<file path="src/rtl/set_pkg.sv">
`timescale 1ns / 1ps
// ----------------------------------------------------------------------------
// set_pkg
// Shared constants for the sorted extent table.
// ----------------------------------------------------------------------------
package set_pkg;

    localparam int FIELD_W = 32;
    localparam int COUNT_W = 7;
    localparam int TOTAL_W = 33;

    localparam logic [TOTAL_W-1:0] TOTAL_MAX = {TOTAL_W{1'b1}};

    localparam logic ACT_ADD   = 1'b0;
    localparam logic ACT_TRUNC = 1'b1;

    localparam logic STAT_OK   = 1'b0;
    localparam logic STAT_FULL = 1'b1;

endpackage

</file>
<file path="src/rtl/set_req_if.sv">
`timescale 1ns / 1ps
// ----------------------------------------------------------------------------
// set_req_if
// Request channel: one operation beat per handshake.
// ----------------------------------------------------------------------------
interface set_req_if;
    import set_pkg::*;

    logic               valid;
    logic               ready;
    logic               action;
    logic [FIELD_W-1:0] first_block;
    logic [FIELD_W-1:0] last_block;

    modport source (output valid, action, first_block, last_block, input ready);
    modport sink   (input valid, action, first_block, last_block, output ready);
endinterface

</file>
<file path="src/rtl/set_rsp_if.sv">
`timescale 1ns / 1ps
// ----------------------------------------------------------------------------
// set_rsp_if
// Response channel: one result beat per operation.
// ----------------------------------------------------------------------------
interface set_rsp_if;
    import set_pkg::*;

    logic               valid;
    logic               ready;
    logic               status;
    logic [COUNT_W-1:0] extent_count;
    logic [TOTAL_W-1:0] total_blocks;

    modport source (output valid, status, extent_count, total_blocks, input ready);
    modport sink   (input valid, status, extent_count, total_blocks, output ready);
endinterface

</file>
<file path="src/rtl/set_mem.sv">
`timescale 1ns / 1ps
// ----------------------------------------------------------------------------
// set_mem
// Extent storage: one write port, one read port, registered read data.
// ----------------------------------------------------------------------------
module set_mem #(
    parameter int DEPTH = 64,
    parameter int WIDTH = 64
) (
    input  logic                     i_clk,
    input  logic                     i_we,
    input  logic [$clog2(DEPTH)-1:0] i_waddr,
    input  logic [WIDTH-1:0]         i_wdata,
    input  logic [$clog2(DEPTH)-1:0] i_raddr,
    output logic [WIDTH-1:0]         o_rdata
);
    logic [WIDTH-1:0] r_mem [DEPTH];

    always_ff @(posedge i_clk) begin
        if (i_we) begin
            r_mem[i_waddr] <= i_wdata;
        end
    end

    always_ff @(posedge i_clk) begin
        o_rdata <= r_mem[i_raddr];
    end
endmodule

</file>
<file path="src/rtl/set_acc.sv">
`timescale 1ns / 1ps
// ----------------------------------------------------------------------------
// set_acc
// Saturating block-count accumulator, one extent per enable.
// ----------------------------------------------------------------------------
module set_acc #(
    parameter int BLOCK_BITS = 32
) (
    input  logic                          i_clk,
    input  logic                          i_rst_n,
    input  logic                          i_clear,
    input  logic                          i_en,
    input  logic [BLOCK_BITS-1:0]         i_start,
    input  logic [BLOCK_BITS-1:0]         i_end,
    output logic [set_pkg::TOTAL_W-1:0]   o_total
);
    import set_pkg::*;

    localparam int SW = ((BLOCK_BITS > TOTAL_W) ? BLOCK_BITS : TOTAL_W) + 2;

    logic [TOTAL_W-1:0]    r_acc;
    logic                  r_sat;
    logic [BLOCK_BITS-1:0] w_d;
    logic [SW-1:0]         w_dd;
    logic [SW-1:0]         w_sum;
    logic [SW-1:0]         w_max;
    logic                  w_ovf;

    assign w_d   = i_end - i_start;
    assign w_dd  = SW'(w_d);
    assign w_max = SW'(TOTAL_MAX);
    assign w_sum = SW'(r_acc) + w_dd + SW'(1);
    assign w_ovf = (w_dd >= w_max) || (w_sum > w_max);

    always_ff @(posedge i_clk) begin
        if (!i_rst_n || i_clear) begin
            r_acc <= '0;
            r_sat <= 1'b0;
        end else if (i_en && !(i_end < i_start)) begin
            if (r_sat || w_ovf) begin
                r_sat <= 1'b1;
            end else begin
                r_acc <= w_sum[TOTAL_W-1:0];
            end
        end
    end

    assign o_total = r_sat ? TOTAL_MAX : r_acc;
endmodule

</file>
<file path="src/rtl/sorted_extent_table.sv">
`timescale 1ns / 1ps
// ----------------------------------------------------------------------------
// sorted_extent_table
// Sorted extent list with coalescing adds and truncation.
// ----------------------------------------------------------------------------
// One operation at a time; the request side is ready only when idle. Extents
// sit in a single-port-write memory and each operation walks it: a search
// over the extents below the new start, a shift for an insert or a coalesce,
// then a pass that clips on truncate and sums block counts. The result sits
// in an output register; the next request is taken while it waits.
module sorted_extent_table #(
    parameter int MAX_EXTENTS = 64,
    parameter int BLOCK_BITS  = 32
) (
    input  logic  i_clk,
    input  logic  i_rst_n,
    set_req_if.sink   i_req,
    set_rsp_if.source o_rsp
);
    import set_pkg::*;

    localparam int IW = $clog2(MAX_EXTENTS);
    localparam int CW = $clog2(MAX_EXTENTS + 1);
    localparam int BB = BLOCK_BITS;
    localparam int EW = 2 * BB;

    localparam logic [3:0] S_IDLE    = 4'd0;
    localparam logic [3:0] S_SCAN_RD = 4'd1;
    localparam logic [3:0] S_SCAN_CK = 4'd2;
    localparam logic [3:0] S_DECIDE  = 4'd3;
    localparam logic [3:0] S_MV_RD   = 4'd4;
    localparam logic [3:0] S_MV_WR   = 4'd5;
    localparam logic [3:0] S_PUT     = 4'd6;
    localparam logic [3:0] S_SUM_RD  = 4'd7;
    localparam logic [3:0] S_SUM_CK  = 4'd8;
    localparam logic [3:0] S_DONE    = 4'd9;

    logic [3:0]         r_st, n_st;
    logic               r_act, n_act;
    logic [BB-1:0]      r_first, n_first;
    logic [BB-1:0]      r_last, n_last;
    logic [CW-1:0]      r_held, n_held;
    logic [CW-1:0]      r_idx, n_idx;
    logic [CW-1:0]      r_n, n_n;
    logic [EW-1:0]      r_prev, n_prev;
    logic [EW-1:0]      r_next, n_next;
    logic               r_has_next, n_has_next;
    logic               r_up, n_up;
    logic               r_status, n_status;
    logic               r_ov, n_ov;
    logic               r_o_status, n_o_status;
    logic [COUNT_W-1:0] r_o_count, n_o_count;
    logic [TOTAL_W-1:0] r_o_total, n_o_total;

    logic               w_we;
    logic [IW-1:0]      w_waddr;
    logic [EW-1:0]      w_wdata;
    logic [IW-1:0]      w_raddr;
    logic [EW-1:0]      w_rdata;

    logic               w_clear;
    logic               w_acc_en;
    logic [BB-1:0]      w_s;
    logic [BB-1:0]      w_e;
    logic [BB-1:0]      w_e_clip;
    logic [TOTAL_W-1:0] w_total;

    logic [BB+FIELD_W-1:0] w_first_x;
    logic [BB+FIELD_W-1:0] w_last_x;
    logic [CW+COUNT_W-1:0] w_count_x;

    assign w_first_x = {{BB{1'b0}}, i_req.first_block};
    assign w_last_x  = {{BB{1'b0}}, i_req.last_block};

    assign w_s      = w_rdata[EW-1:BB];
    assign w_e      = w_rdata[BB-1:0];
    assign w_e_clip = (r_act == ACT_TRUNC && w_e >= r_first) ? (r_first - BB'(1)) : w_e;

    set_mem #(
        .DEPTH (MAX_EXTENTS),
        .WIDTH (EW)
    ) u_mem (
        .i_clk   (i_clk),
        .i_we    (w_we),
        .i_waddr (w_waddr),
        .i_wdata (w_wdata),
        .i_raddr (w_raddr),
        .o_rdata (w_rdata)
    );

    set_acc #(
        .BLOCK_BITS (BB)
    ) u_acc (
        .i_clk   (i_clk),
        .i_rst_n (i_rst_n),
        .i_clear (w_clear),
        .i_en    (w_acc_en),
        .i_start (w_s),
        .i_end   (w_e_clip),
        .o_total (w_total)
    );

    assign i_req.ready        = (r_st == S_IDLE);
    assign o_rsp.valid        = r_ov;
    assign o_rsp.status       = r_o_status;
    assign o_rsp.extent_count = r_o_count;
    assign o_rsp.total_blocks = r_o_total;

    always_comb begin
        n_st       = r_st;
        n_act      = r_act;
        n_first    = r_first;
        n_last     = r_last;
        n_held     = r_held;
        n_idx      = r_idx;
        n_n        = r_n;
        n_prev     = r_prev;
        n_next     = r_next;
        n_has_next = r_has_next;
        n_up       = r_up;
        n_status   = r_status;
        n_ov       = r_ov;
        n_o_status = r_o_status;
        n_o_count  = r_o_count;
        n_o_total  = r_o_total;
        w_we       = 1'b0;
        w_waddr    = '0;
        w_wdata    = '0;
        w_raddr    = '0;
        w_clear    = 1'b0;
        w_acc_en   = 1'b0;
        w_count_x  = {{COUNT_W{1'b0}}, r_held};

        if (r_ov && o_rsp.ready) begin
            n_ov = 1'b0;
        end

        case (r_st)
            S_IDLE: begin
                if (i_req.valid) begin
                    n_act      = i_req.action;
                    n_first    = w_first_x[BB-1:0];
                    n_last     = w_last_x[BB-1:0];
                    n_idx      = '0;
                    n_has_next = 1'b0;
                    n_status   = STAT_OK;
                    n_st       = S_SCAN_RD;
                end
            end
            S_SCAN_RD: begin
                if (r_idx == r_held) begin
                    n_n  = r_idx;
                    n_st = S_DECIDE;
                end else begin
                    w_raddr = r_idx[IW-1:0];
                    n_st    = S_SCAN_CK;
                end
            end
            S_SCAN_CK: begin
                if (w_s < r_first) begin
                    n_prev = w_rdata;
                    n_idx  = r_idx + CW'(1);
                    n_st   = S_SCAN_RD;
                end else begin
                    n_n        = r_idx;
                    n_next     = w_rdata;
                    n_has_next = 1'b1;
                    n_st       = S_DECIDE;
                end
            end
            S_DECIDE: begin
                n_idx   = '0;
                w_clear = 1'b1;
                n_st    = S_SUM_RD;
                if (r_act == ACT_TRUNC) begin
                    n_held = r_n;
                end else if (r_n != '0 && r_prev[BB-1:0] == (r_first - BB'(1))) begin
                    w_we    = 1'b1;
                    w_waddr = IW'(r_n - CW'(1));
                    if (r_has_next && (r_last + BB'(1)) == r_next[EW-1:BB]) begin
                        w_wdata = {r_prev[EW-1:BB], r_next[BB-1:0]};
                        n_idx   = r_n + CW'(1);
                        n_up    = 1'b0;
                        w_clear = 1'b0;
                        n_st    = S_MV_RD;
                    end else begin
                        w_wdata = {r_prev[EW-1:BB], r_last};
                    end
                end else if (r_held >= CW'(MAX_EXTENTS)) begin
                    n_status = STAT_FULL;
                end else begin
                    n_idx   = r_held;
                    n_up    = 1'b1;
                    w_clear = 1'b0;
                    n_st    = S_MV_RD;
                end
            end
            S_MV_RD: begin
                if (r_up) begin
                    if (r_idx == r_n) begin
                        n_st = S_PUT;
                    end else begin
                        w_raddr = IW'(r_idx - CW'(1));
                        n_st    = S_MV_WR;
                    end
                end else begin
                    if (r_idx >= r_held) begin
                        n_held  = r_held - CW'(1);
                        n_idx   = '0;
                        w_clear = 1'b1;
                        n_st    = S_SUM_RD;
                    end else begin
                        w_raddr = r_idx[IW-1:0];
                        n_st    = S_MV_WR;
                    end
                end
            end
            S_MV_WR: begin
                w_we    = 1'b1;
                w_wdata = w_rdata;
                if (r_up) begin
                    w_waddr = r_idx[IW-1:0];
                    n_idx   = r_idx - CW'(1);
                end else begin
                    w_waddr = IW'(r_idx - CW'(1));
                    n_idx   = r_idx + CW'(1);
                end
                n_st = S_MV_RD;
            end
            S_PUT: begin
                w_we    = 1'b1;
                w_waddr = r_n[IW-1:0];
                w_wdata = {r_first, r_last};
                n_held  = r_held + CW'(1);
                n_idx   = '0;
                w_clear = 1'b1;
                n_st    = S_SUM_RD;
            end
            S_SUM_RD: begin
                if (r_idx == r_held) begin
                    n_st = S_DONE;
                end else begin
                    w_raddr = r_idx[IW-1:0];
                    n_st    = S_SUM_CK;
                end
            end
            S_SUM_CK: begin
                w_acc_en = 1'b1;
                if (w_e_clip != w_e) begin
                    w_we    = 1'b1;
                    w_waddr = r_idx[IW-1:0];
                    w_wdata = {w_s, w_e_clip};
                end
                n_idx = r_idx + CW'(1);
                n_st  = S_SUM_RD;
            end
            S_DONE: begin
                if (!r_ov || o_rsp.ready) begin
                    n_ov       = 1'b1;
                    n_o_status = r_status;
                    n_o_count  = w_count_x[COUNT_W-1:0];
                    n_o_total  = w_total;
                    n_st       = S_IDLE;
                end
            end
            default: begin
                n_st = S_IDLE;
            end
        endcase
    end

    always_ff @(posedge i_clk) begin
        if (!i_rst_n) begin
            r_st   <= S_IDLE;
            r_held <= '0;
            r_ov   <= 1'b0;
        end else begin
            r_st   <= n_st;
            r_held <= n_held;
            r_ov   <= n_ov;
        end
    end

    always_ff @(posedge i_clk) begin
        r_act      <= n_act;
        r_first    <= n_first;
        r_last     <= n_last;
        r_idx      <= n_idx;
        r_n        <= n_n;
        r_prev     <= n_prev;
        r_next     <= n_next;
        r_has_next <= n_has_next;
        r_up       <= n_up;
        r_status   <= n_status;
        r_o_status <= n_o_status;
        r_o_count  <= n_o_count;
        r_o_total  <= n_o_total;
    end
endmodule

</file>
<file path="src/flat_wrapper.sv">
// flat-port wrapper written by rule: the top's interface ports become plain ports
module sorted_extent_table_flat import set_pkg::*;
#(
    parameter int MAX_EXTENTS = 64,
    parameter int BLOCK_BITS  = 32
)
  (i_clk, i_rst_n, i_req_valid, i_req_action, i_req_first_block, i_req_last_block, i_req_ready, o_rsp_valid, o_rsp_status, o_rsp_extent_count, o_rsp_total_blocks, o_rsp_ready);
  set_req_if i_req_i ();
  set_rsp_if o_rsp_i ();
  input  logic i_clk;
  input  logic i_rst_n;
  input wire logic [$bits(i_req_i.valid)-1:0] i_req_valid;
  input wire logic [$bits(i_req_i.action)-1:0] i_req_action;
  input wire logic [$bits(i_req_i.first_block)-1:0] i_req_first_block;
  input wire logic [$bits(i_req_i.last_block)-1:0] i_req_last_block;
  output wire logic [$bits(i_req_i.ready)-1:0] i_req_ready;
  output wire logic [$bits(o_rsp_i.valid)-1:0] o_rsp_valid;
  output wire logic [$bits(o_rsp_i.status)-1:0] o_rsp_status;
  output wire logic [$bits(o_rsp_i.extent_count)-1:0] o_rsp_extent_count;
  output wire logic [$bits(o_rsp_i.total_blocks)-1:0] o_rsp_total_blocks;
  input wire logic [$bits(o_rsp_i.ready)-1:0] o_rsp_ready;
  assign i_req_i.valid = i_req_valid;
  assign i_req_i.action = i_req_action;
  assign i_req_i.first_block = i_req_first_block;
  assign i_req_i.last_block = i_req_last_block;
  assign i_req_ready = i_req_i.ready;
  assign o_rsp_valid = o_rsp_i.valid;
  assign o_rsp_status = o_rsp_i.status;
  assign o_rsp_extent_count = o_rsp_i.extent_count;
  assign o_rsp_total_blocks = o_rsp_i.total_blocks;
  assign o_rsp_i.ready = o_rsp_ready;
  sorted_extent_table #(.MAX_EXTENTS(MAX_EXTENTS), .BLOCK_BITS(BLOCK_BITS)) u_core (.i_clk(i_clk), .i_rst_n(i_rst_n), .i_req(i_req_i), .o_rsp(o_rsp_i));
endmodule
</file>
<file path="config.mk">
export PLATFORM = sky130hd
export DESIGN_NAME = sorted_extent_table_flat
export DESIGN_NICKNAME = d
export VERILOG_FILES = /design/src/rtl/set_pkg.sv /design/src/rtl/set_req_if.sv /design/src/rtl/set_rsp_if.sv /design/src/rtl/set_mem.sv /design/src/rtl/set_acc.sv /design/src/rtl/sorted_extent_table.sv /design/src/flat_wrapper.sv
export SDC_FILE = /design/constraint.sdc
export NUM_CORES = 2
export LEC_CHECK = 0
export ABC_CLOCK_PERIOD_IN_PS = 11200
export BUFFER_PORTS_ARGS = -buffer_cell sky130_fd_sc_hd__clkbuf_2
export CORE_MARGIN = 2
export CORE_UTILIZATION = 38
export CTS_CLUSTER_DIAMETER = 80
export CTS_CLUSTER_SIZE = 28
export DETAILED_ROUTE_END_ITERATION = 8
export PLACE_DENSITY = 0.48
export SLEW_MARGIN = 20
export SYNTH_ARGS = -nofsm -noshare
export SYNTH_HDL_FRONTEND = slang
export SYNTH_SLANG_ARGS = --single-unit
</file>
<file path="constraint.sdc">
create_clock -name i_clk -period 11.2 [get_ports i_clk]
set_input_delay 1.12 -clock i_clk [delete_from_list [all_inputs] [get_ports i_clk]]
set_output_delay 1.12 -clock i_clk [all_outputs]
set_load 0.01 [all_outputs]
</file>
Word level (Yosys, flattened, before mapping)
Memory sizes are Yosys's and may differ from the RTL's. A register that Yosys moved wholly into a read port is not among the register bits. Index checks and enable logic that the tools add are counted. Widths: inputs -> output; s select.

Order comparisons: 7. Div/mod/pow operators: 0. Muxes and demuxes: 73. Bitwise operators: 3. $mul: 0. Reductions and logical operators: 35. Add/subtract/negate cells: 11. Shift operators: 0. Eq/ne operators: 27.

Operator list (number): $pmux 64 s4 (1); $mux 64 (3); $mux 7 (14); $eq 32x32->1 (2); $lt 32x32->1 (2); $mux 32 (2); $pmux 7 s7 (1); $mux 6 (8); $pmux 4 s9 (1); $add 34x1->35 const B (1); $gt 35x33->1 const B (1); $add 33x32->34 (1); $ge 32x33->1 const B (1); $add 32x1->32 const B (1); $ge 32x32->1 (1); $ne 32x32->1 (1); $sub 32x1->32 const B (1); $sub 32x32->32 (1); $mux 1 (25); $pmux 6 s4 (1); $add 7x1->7 const B (3); $pmux 7 s3 (1); $mux 4 (5); $eq 4x3->1 const B (4); other kinds (28) (74).

Bits in writable memories: 4096. Bits in latches: 0. Word-level logic and storage cells: 175. Register bits: 297. Memories: 1. Input bits: 69. Bits in read-only memories: 0.

Memory list: u_core.u_mem.r_mem (words 64, bits a word 64, read ports 1, clocked after memory_dff 1, wr ports 1, line set_mem.sv:17) `logic [WIDTH-1:0] r_mem [DEPTH];`.

Depth between registers and ports, before layout
Depth after elaboration: 11. Gate-level depth with buffers: 38. Depth with buffers taken out: 34.

Modules after synthesis
A second synthesis with hierarchy kept.

Cell total of the unflattened synthesis: 9064. Area, all modules: 178304.8 µm².

By module, submodules not included: set_mem (sequential area each 124279.2 µm², cells an instance 6787, area an instance 156676.5 µm², times used 1); sorted_extent_table (sequential area each 7777.5 µm², cells an instance 1542, area an instance 16410.7 µm², times used 1); set_acc (sequential area each 680.7 µm², cells an instance 735, area an instance 5217.5 µm², times used 1).

Least setup slack after synthesis
OpenSTA, ideal clock, no wires.

Path type: register -> register. Start point: reg u_core.r_first[0]. End point: mem u_core.u_mem.r_mem[48][0] (enable). Required time: 10.635 ns. Slack: 2.019 ns. Cell stages (with the launch flop): 17. Data arrival time: 8.616 ns. Clock period less this slack: 9.181 ns. Path through: edfxtp_1 clkbuf_1 inv_1 ha_1 or4b_1 buf_2 nor4_4 and2_1 xnor3_1 o2111ai_1 or4_1 o41ai_1 o31ai_1 nor3_1 o221ai_2 buf_2 nor3_1.

Cells in the longest elaborated chain, start to end: 8.

RTL lines: start, declared (line sorted_extent_table.sv:40) `logic [BB-1:0] r_first, n_first;`; start signal, assigned (line sorted_extent_table.sv:286) `r_first <= n_first;`; $sub 32x1->32 or $ge 32x32->1 (tied branches) (line sorted_extent_table.sv:77, sorted_extent_table.sv:177); $eq 32x32->1 or $logic_and 1x1->1 (tied branches) (line sorted_extent_table.sv:177, sorted_extent_table.sv:77); $logic_and 1x1->1 or $mux 32 (tied branches) (line sorted_extent_table.sv:177, sorted_extent_table.sv:77); $mux 1 or $ne 32x32->1 (tied branches) (line sorted_extent_table.sv:177, sorted_extent_table.sv:249); $mux 1 (on tied branches) (line sorted_extent_table.sv:175, sorted_extent_table.sv:249); $pmux 1 s3 (line sorted_extent_table.sv:138) `case (r_st)`; $mux 1 (line set_mem.sv:20) `if (i_we) begin`; $mux 1 (not written as such) (line set_mem.sv:21) `r_mem[i_waddr] <= i_wdata;`; end, declared (line set_mem.sv:17).

Several ways; a longest one is shown, not always the timed one.

Worst setup path after layout
Start point: reg u_core.r_first[24]. End point: reg u_core.u_acc.r_acc[3].

Cells in the longest elaborated chain, start to end: 11.

RTL lines: $ge 32x32->1 (line sorted_extent_table.sv:77) `assign w_e_clip = (r_act == ACT_TRUNC && w_e >= r_first) ? (r_first - BB'(1)) : w_e;`; $logic_and 1x1->1 (line sorted_extent_table.sv:77); $mux 32 (line sorted_extent_table.sv:77); $sub 32x32->32 (line set_acc.sv:29) `assign w_d = i_end - i_start;`; $add 33x32->34 (line set_acc.sv:32) `assign w_sum = SW'(r_acc) + w_dd + SW'(1);`; $add 34x1->35 (line set_acc.sv:32); $gt 35x33->1 (line set_acc.sv:33) `assign w_ovf = (w_dd >= w_max) || (w_sum > w_max);`; $logic_or 1x1->1 (line set_acc.sv:33); $logic_or 1x1->1 (line set_acc.sv:40) `if (r_sat || w_ovf) begin`; $not 1->1 (no source line); $reduce_and 2->1 (no source line); end signal, assigned (line set_acc.sv:43) `r_acc <= w_sum[TOTAL_W-1:0];`; end, declared (line set_acc.sv:21) `logic [TOTAL_W-1:0] r_acc;`.

Several ways; a longest one is shown, not always the timed one. A chain may end at the register's enable or synchronous reset.

==> key figures <==
Cells and area
  • Fin cells: 17500
  • Reg area: 0.133 mm^2
  • Share of layout cells above drive strength 1: 0.138
  • Layout filler cell count: 41700
  • Nets: between 10000 and 15000
  • Synth-to-layout area growth: 9.79%
  • Final core utilization: 0.418
  • Multi-input gate area: 0.0444 mm^2

Run status
  • Status: completed

Setup path
  • CP Launch Type: flop
  • Critical path's slowest cell: a311oi_1
  • Setup crit end kind: flop
  • Critical Path AT: 10710 ps
  • Crit path kind: flop to flop
  • Req. time, crit path: 12080 ps
  • Crit path largest cell delay: slightly above 700 ps
  • Peak fanout along the critical path: 34

Place
  • Port buffer count: 111
  • GP Congestion: 0.913
  • DPL Wire Length: 351000 um
  • Placed cells: between 15000 and 20000

Global routing
  • Global-route wire length before repair: between 800000 and 900000 um
  • Antenna violations before repair: 74
  • Vias in the first global route: ~100000
  • Total GRT Usage: 0.246
  • Grt total ovfl: 0
  • Largest net degree at the start of global routing: ~150

Power
  • PwrDens: ~220 mW/mm^2
  • Leak: 67.3 nW
  • Total power: 0.0440 W
  • Peak supply drop: about 0.21 mV

Clock tree
  • CTS tree: yes
  • Clk root buf: clkbuf_16
  • Worst-Skew Late Latency: 1000 ps
  • Post-CTS Resized: 0
  • Clock transition at the registers of the reported paths: roughly 100 ps
  • Clock sink total: about 4500
  • H-tree depth: 4
  • Setup Buffers After CTS: 0
  • Clock Tree Buf Depth: 4
  • Number of buffers created by CTS: 209
  • Hold_buf cts: 0

Synth
  • Biggest area consumer among synthesized cells: edfxtp_1
  • Post-synth EDFFs: 4347
  • Post-synth top flop: edfxtp_1
  • Syn Inst Count: around 11000
  • Post-synth cell types: 97
  • Dominant cells by area after synthesis: edfxtp_1, mux4_2, nand2_1, nand3_1, mux2i_1
  • YS warnings: 0
  • Post-synthesis cell area: 0.179 mm^2
  • Synthesized flop and latch total: 4457
  • Yosys top cell area share: 0.729
  • Seq/Total Area, Yosys: 0.741
  • Syn nets: between 10000 and 15000
  • FFs w/ async S/R, synth: 0
  • Most frequent cells after synthesis: edfxtp_1, nand2_1, nand3_1
  • Avg Cell Area, Syn: roughly 16 um^2
  • Count leader, synth: edfxtp_1

Timing
  • Final Critical Period: about 9800 ps
  • Clock skew: 55.1 ps
  • Slew headroom: 0.172
  • Setup TNS Final: 0 ps
  • RSZ-0062 raised after global routing: no
  • Least-Margin Pin Slew: 1240 ps
  • Tcrit/Tclk final: 0.877
  • Fmax: 102 MHz
  • Final hold vios: 0
  • Final slew viol count: 0
  • Final setup viols: 0

Route
  • WL final: roughly 600000 um
  • Post-DRT Antenna Nets: 0
  • Total iterations of the first detailed-routing run: 6
  • Total vias in the final route: 103000
  • Post-DR wirelength/cell: 34.4 um
  • DRC errors left: 0
  • Average vias per placed instance: approximately 5.9
  • Initial DRC Count: 13000

Die
  • Initial Utilization: 0.381
  • FP Rows: around 250
  • Die height: slightly below 700 um
  • I/O pin count: approximately 110
  • Core area: 0.470 mm^2
  • Horiz. Die Dim: ~690 um
  • Die Area: 0.477 mm^2

Min path
  • Worst hold path type: primary input to flop

Job
  • # Max-Cap Violations: 0
[final cells by class]
type,instances,share of cell area
repair buffers,457,0.0222
clock buffers,262,0.0284
multi-input cells,5832,0.226
clock inverters,91,0.00557
inverters,117,0.00223
diodes,55,0.000700
flip-flops and latches,4457,0.675
well taps,6223,0.0396
[placed cells by master, fill, tap and decap left out, types with 29 or more instances in the layout]
cell	n
a21o_1	54
a21oi_1	176
a221oi_1	76
a22o_1	32
a22oi_1	290
a31oi_1	66
a32oi_1	73
and3_1	78
buf_12	90
buf_4	250
clkbuf_1	44
clkbuf_16	215
clkbuf_2	111
dfxtp_1	110
diode_2	55
edfxtp_1	4347
ha_1	148
inv_1	111
mux2i_1	279
mux4_2	528
nand2_1	1673
nand2b_1	29
nand3_1	853
nand4_1	234
nor2_1	140
nor2_4	48
nor2b_1	33
nor3_1	62
nor4_1	30
o21ai_0	136
or2_2	43
or3_1	77
xnor2_1	128
xor2_1	60
[critical path: cells and delay by family (launching register included)]
family / cells / cell delay [ps]
AOI/OAI and AO/OA: 16 / 4950
and+or+nand+nor: 10 / 1920
adders and majority gates: 3 / 980
buffers and inverters: 3 / 680
DFF: 1 / 550
muxes: 1 / 410
xor gates and xnor gates: 1 / 200
[stage by stage]
step | hold WS (ps) | area (um^2) | worst slack, ps
global route | 277 | 197000 | 807
finish | 323 | 197000 | 1370
global placement | 422 | 190000 | 1370
CTS | 228 | 196000 | 1260
floorplan | 400 | 179000 | 2020
detailed placement | 418 | 190000 | 1330
[layer usage]
layer / global-route usage / share of wire / vias to the layer above / routed length (um)
li1: - / - / 43300 / -
met1: 0.356 / 0.44 / 55300 / 263000
met2: 0.398 / 0.47 / 3963 / 284000
met3: 0.0302 / 0.066 / 562 / 39500
met4: 0.0556 / 0.025 / 12 / 14800
met5: 0 / 0.00013 / - / 80
[cell families (layout without fill, tap and decap cells)]
family	Yosys count	count (layout)	share of synthesized area
and+or+nand+nor	3474	3474	0.0902
DFF	4457	4457	0.741
adders and majority gates	151	151	0.0107
AOI/OAI and AO/OA	1184	1184	0.0480
xor gates and xnor gates	200	200	0.0107
buffers and inverters	754	927	0.0161
other	0	55	0
muxes	823	823	0.0830
[path summary, 6_finish.rpt]
path / from / end / slack (ps) / cells past startpoint
min: i_req_last_block[5] / u_core.r_last[5] / 320 / 1
max: u_core.r_first[24] / u_core.u_acc.r_acc[3] / 1370 / 34
min reg2reg: u_core.r_status / u_core.o_rsp.status / 440 / 0
max reg2reg: u_core.r_first[24] / u_core.u_acc.r_acc[3] / 1370 / 34
[power breakdown]
part	internal (W)	switching, W	total, W
clock	0.00388	0.00553	0.00941
sequential	0.0191	0.000605	0.0197
combinational	0.00470	0.0102	0.0149
[state kept, by name (all words and copies together) (netlist names), 4 cells and up]
name,cells
u_core.u_mem.o_rdata,64
u_core.r_n,7
u_core.r_next,64
u_core.r_idx,7
u_core.u_acc.r_acc,33
u_core.r_prev,64
u_core.u_mem.r_mem,4096
u_core.o_rsp.extent_count,7
u_core.r_held,7
u_core.o_rsp.total_blocks,33
u_core.r_last,32
u_core.r_first,32
u_core.r_st,4
(Power assumes the default switching activity.)
